### config.mk
export PLATFORM = sky130hd
export DESIGN_NAME = tps_div
export DESIGN_NICKNAME = d
export VERILOG_FILES = /design/src/rtl/core/tps_pkg.sv /design/src/rtl/core/tps_div.sv
export SDC_FILE = /design/constraint.sdc
export NUM_CORES = 1
export LEC_CHECK = 0
export BUFFER_PORTS_ARGS = -buffer_cell sky130_fd_sc_hd__buf_2
export CAP_MARGIN = 25
export CORE_MARGIN = 2
export CORE_UTILIZATION = 55
export CTS_CLUSTER_SIZE = 25
export DETAILED_ROUTE_END_ITERATION = 10
export GPL_TIMING_DRIVEN = 0
export PLACE_DENSITY_LB_ADDON = 0.1
export REMOVE_ABC_BUFFERS = 1
export SLEW_MARGIN = 20
export SYNTH_ARGS = -nofsm -noshare
export SYNTH_HDL_FRONTEND = slang
export SYNTH_SLANG_ARGS = --single-unit
### constraint.sdc
create_clock -name aclk -period 2.7 [get_ports aclk]
set_input_delay 0.54 -clock aclk [delete_from_list [all_inputs] [get_ports aclk]]
set_output_delay 0.54 -clock aclk [all_outputs]
set_load 0.02 [all_outputs]
### src/rtl/core/tps_pkg.sv
`timescale 1ns / 1ps
`default_nettype none
package tps_pkg;
    localparam int TableDepthDef = 65536;
    localparam int ValW = 16;

    typedef enum logic [1:0] {
        ST_OK       = 2'd0,
        ST_RANGE    = 2'd1,
        ST_DIV_ZERO = 2'd2,
        ST_NOT_BUILT = 2'd3
    } status_t;

    typedef enum logic [3:0] {
        S_IDLE,
        S_INIT,
        S_SCAN_RD,
        S_SCAN_CHK,
        S_MUL_RD,
        S_MUL_DIV,
        S_MUL_WR,
        S_Q_DIV,
        S_Q_RD,
        S_Q_DONE,
        S_OUT
    } state_t;
endpackage
`default_nettype wire

### src/rtl/core/tps_div.sv
`timescale 1ns / 1ps
`default_nettype none
// Restoring divider, one quotient bit per cycle
module tps_div (
    input  wire logic                     aclk,
    input  wire logic                     aresetn,
    input  wire logic                     start,
    input  wire logic [tps_pkg::ValW-1:0] dividend,
    input  wire logic [tps_pkg::ValW-1:0] dvsr,
    output logic                          busy,
    output logic [tps_pkg::ValW-1:0]      quot
);
    import tps_pkg::*;
    localparam int CntW = $clog2(ValW + 1);

    logic [ValW-1:0] rem_reg, rem_next, q_reg, q_next, d_reg, d_next;
    logic [CntW-1:0] cnt_reg, cnt_next;
    logic [ValW:0]   trial;

    always_comb begin
        rem_next = rem_reg;
        q_next   = q_reg;
        d_next   = d_reg;
        cnt_next = cnt_reg;
        trial    = {rem_reg, q_reg[ValW-1]};
        if (start) begin
            rem_next = '0;
            q_next   = dividend;
            d_next   = dvsr;
            cnt_next = CntW'(ValW);
        end else if (cnt_reg != '0) begin
            if (trial >= {1'b0, d_reg}) begin
                rem_next = ValW'(trial - {1'b0, d_reg});
                q_next   = {q_reg[ValW-2:0], 1'b1};
            end else begin
                rem_next = trial[ValW-1:0];
                q_next   = {q_reg[ValW-2:0], 1'b0};
            end
            cnt_next = cnt_reg - 1'b1;
        end
    end

    always_ff @(posedge aclk) begin
        if (!aresetn) begin
            cnt_reg <= '0;
        end else begin
            cnt_reg <= cnt_next;
        end
        rem_reg <= rem_next;
        q_reg   <= q_next;
        d_reg   <= d_next;
    end

    assign busy = (cnt_reg != '0);
    assign quot = q_reg;
endmodule
`default_nettype wire

==> summary.md <==
| Metric | Value |
|---|---|
| Slew @ Worst Pin | `0.774 ns` |
| Global-route wire length before repair | `10300 µm` |
| Post-CTS Hold Fix Bufs | `0` |
| Clk buf depth | `2` |
| Antenna violations before repair | `0` |
| Die Span X | `78.9 µm` |
| GRT Overall Usage | `20.8%` |
| Most common cell after layout, fill and taps aside | `buf_2` |
| Fin Clk Skew | `0.00621 ns` |
| Clk root buf | `clkbuf_8` |
| Peak supply drop | `0.514 mV` |
| Slew Viols, Final | `0` |
| TritonCTS clock tree | `built` |
| Yosys warnings | `0` |
| Starting density of the core | `56.4%` |
| CP required | `2.16 ns` |
| Core area | `5470 µm²` |
| DR vias/cell | `5.42` |
| Row cnt | `27` |
| Filler cells | `489` |
| Global route overflow | `0` |
| Final setup violation count | `0` |
| Mapped Avg Cell Area | `10.6 µm²` |
| Cells after synthesis | `292` |
| Detail Route Antenna Nets | `0` |
| CP bufs+invs | `3` |
| Total CTS buffers | `5` |
| Power Density | `1020 nW/µm²` |
| Outcome | `complete, no violations` |
| Fin nets | `399` |
| Fmax | `0.396 GHz` |
| Antenna cells | `0` |
| HP Class | `in -> reg` |
| WL final | `6110 µm` |
| I/O pin count | `52` |
| Crit-path max FO | `7` |
| WL/cell | `14.6 µm` |
| Vias in the first global route | `2231` |
| DRC | `0` |
| Total power | `0.00358 W` |
| Sum of negative setup slack | `0 ns` |
| Critical-path top delay cell | `nor4b_4` |
| Post-Syn Area | `3080 µm²` |
| Share of cells above drive strength 1 | `30.1%` |
| Largest net degree at the start of global routing | `53` |
| Setup CP Type | `reg -> out` |
| Die Height | `78.9 µm` |
| Max-cap violations | `0` |
| Yosys cell types | `56` |
| Startpoint types | `flip-flop` |
| Rel. slew slack | `48.4%` |
| Hold Slack | `0.402 ns` |
| Total vias in the final route | `2266` |
| CTS H-Tree Depth | `2` |
| Final Hold Fails | `0` |
| Most frequent cells in the layout | `buf_2 (52), edfxtp_1 (32), nor2_1 (30)` |
| Synth Flop Type | `edfxtp_1` |
| Core Util, Final | `63.9%` |
| CP endpoint kind | `output port` |
| Critical Path AT | `1.99 ns` |
| Post-synth EDFFs | `32` |
| Max incr delay on CP | `0.53 ns` |
| Asr flop ratio synth | `0%` |
| Clk_lat worst skew | `0.31 ns` |
| DRT iter0 DRCs | `122` |
| P&R area growth vs syn | `13.3%` |
| Final min period | `2.53 ns` |
| LEAKAGE | `1.50 nW` |
| Post-synthesis sequential area ratio | `44.8%` |
| I/O Buffers | `51` |
| Kind of cell adding the most delay to the critical path | `buffers and inverters` |
| DP Wirelength | `4040 µm` |
| Crit path cell chain | `inv_1, ha_1, nor4b_4, clkinvlp_4, buf_2` |
| Tcrit/Tclk final | `93.5%` |
| Placer Congestion | `0.796` |
| Clk sinks | `53` |
| Die area | `6220 µm²` |
| 1st-pass router iterations | `4` |
| Clock-pin slew on the worst setup and hold paths | `0.10 ns` |
| FF+latch count, synth | `53` |
==> cell type report <==
type / count / area (µm²) / share of cell area, %
repair inverters: 1 / 5.00 / 0.143
clock buffers: 6 / 72.6 / 2.08
clock inverters: 2 / 16.3 / 0.465
well taps: 72 / 90.1 / 2.58
flip-flops and latches: 53 / 1380 / 39.5
multi-input cells: 204 / 1530 / 43.7
inverters: 22 / 86.3 / 2.47
repair buffers: 58 / 318 / 9.09
==> cell usage after synthesis, drive strengths merged, types with 2 or more instances <==
cell type / n / share of area, %
a211oi: 6 / 1.5
a21boi: 2 / 0.49
a21o: 4 / 1.0
a21oi: 12 / 1.9
a311oi: 11 / 3.3
a31oi: 4 / 0.81
and2: 3 / 0.77
and3: 4 / 1.2
buf: 6 / 1.9
clkbuf: 7 / 1.8
dfxtp: 21 / 14
edfxtp: 32 / 31
ha: 18 / 7.3
inv: 22 / 2.7
mux2: 16 / 5.8
mux2i: 2 / 0.65
nand2: 29 / 3.6
nand2b: 4 / 0.81
nor2: 30 / 3.7
nor2b: 2 / 0.41
nor3: 6 / 1.3
nor3b: 3 / 0.73
o21a: 4 / 0.97
o21ai: 8 / 1.4
o31a: 2 / 0.57
o31ai: 4 / 1.1
or2: 2 / 0.41
or3: 3 / 0.61
xnor2: 8 / 2.3
xor2: 4 / 1.1
==> per-layer routing <==
layer  up-vias  wire, µm  GRT usage (%)
met1      1048      2910           28.2
met3         7       295           4.09
met4         0        76           6.72
li1       1155         -              -
met5         -         0              0
met2        56      2820           33.6
==> report_power, final <==
part / internal [W] / total [W] / leakage, nW / switching [W]
clock network: 0.000185 / 0.000455 / 0.0414 / 0.000270
logic: 0.000803 / 0.00189 / 0.967 / 0.00108
registers: 0.00109 / 0.00123 / 0.495 / 0.000143
==> timing repair <==
action | 4_1_cts | 5_1_grt
endpoints found under the setup margin | 1 | 13
gates cloned | 1 | 0
gates resized for setup | 2 | 1
pin swaps | 0 | 1
endpoints found under the hold margin | 0 | 0
buffers inserted | 1 | 4
==> metrics by stage <==
step           worst slack, ns  cell area, µm²  instances
6_report                 0.175            3500        418
5_1_grt               -0.00485            3500        418
4_1_cts                  0.112            3440        413
3_5_place_dp             0.149            3330        403
3_3_place_gp             -1.29            3320        402
2_1_floorplan           -0.121            2970        279
==> cells by family (layout without fill, tap and decap cells) <==
logic type	count (synthesis)	in the layout	synth area share, %
compound gates	65	65	16.3
flops	53	53	44.8
simple gates	90	90	14.6
mux	18	18	6.49
buf+inv	35	89	6.37
fa+ha+maj	19	19	7.95
xor+xnor	12	12	3.41
==> worst reg2reg max path, cell delays in order, from the launching register on <==
cell	delay, ns
edfxtp_1	0.33
inv_1	0.04
ha_1	0.47
nand2_1	0.08
o21ai_0	0.32
a31oi_1	0.10
o21ai_2	0.21
a41oi_4	0.07
buf_4	0.21
or3_1	0.37
a311oi_1	0.25
==> path summary, 6_finish.rpt <==
kind | startpoint | end | slack (ns) | depth (start not counted)
worst max-delay path | cnt_reg[0]$_SDFFE_PP0P_ | busy | 0.17 | 5
worst min-delay path | dvsr[9] | d_reg[9]$_DFFE_PP_ | 0.40 | 1
worst max register to register | d_reg[12]$_DFFE_PP_ | rem_reg[4]$_SDFFE_PP0P_ | 0.18 | 10
worst min register to register | rem_reg[12]$_SDFFE_PP0P_ | rem_reg[13]$_SDFFE_PP0P_ | 0.51 | 2
No activity file was read; power rests on OpenSTA's default activity.
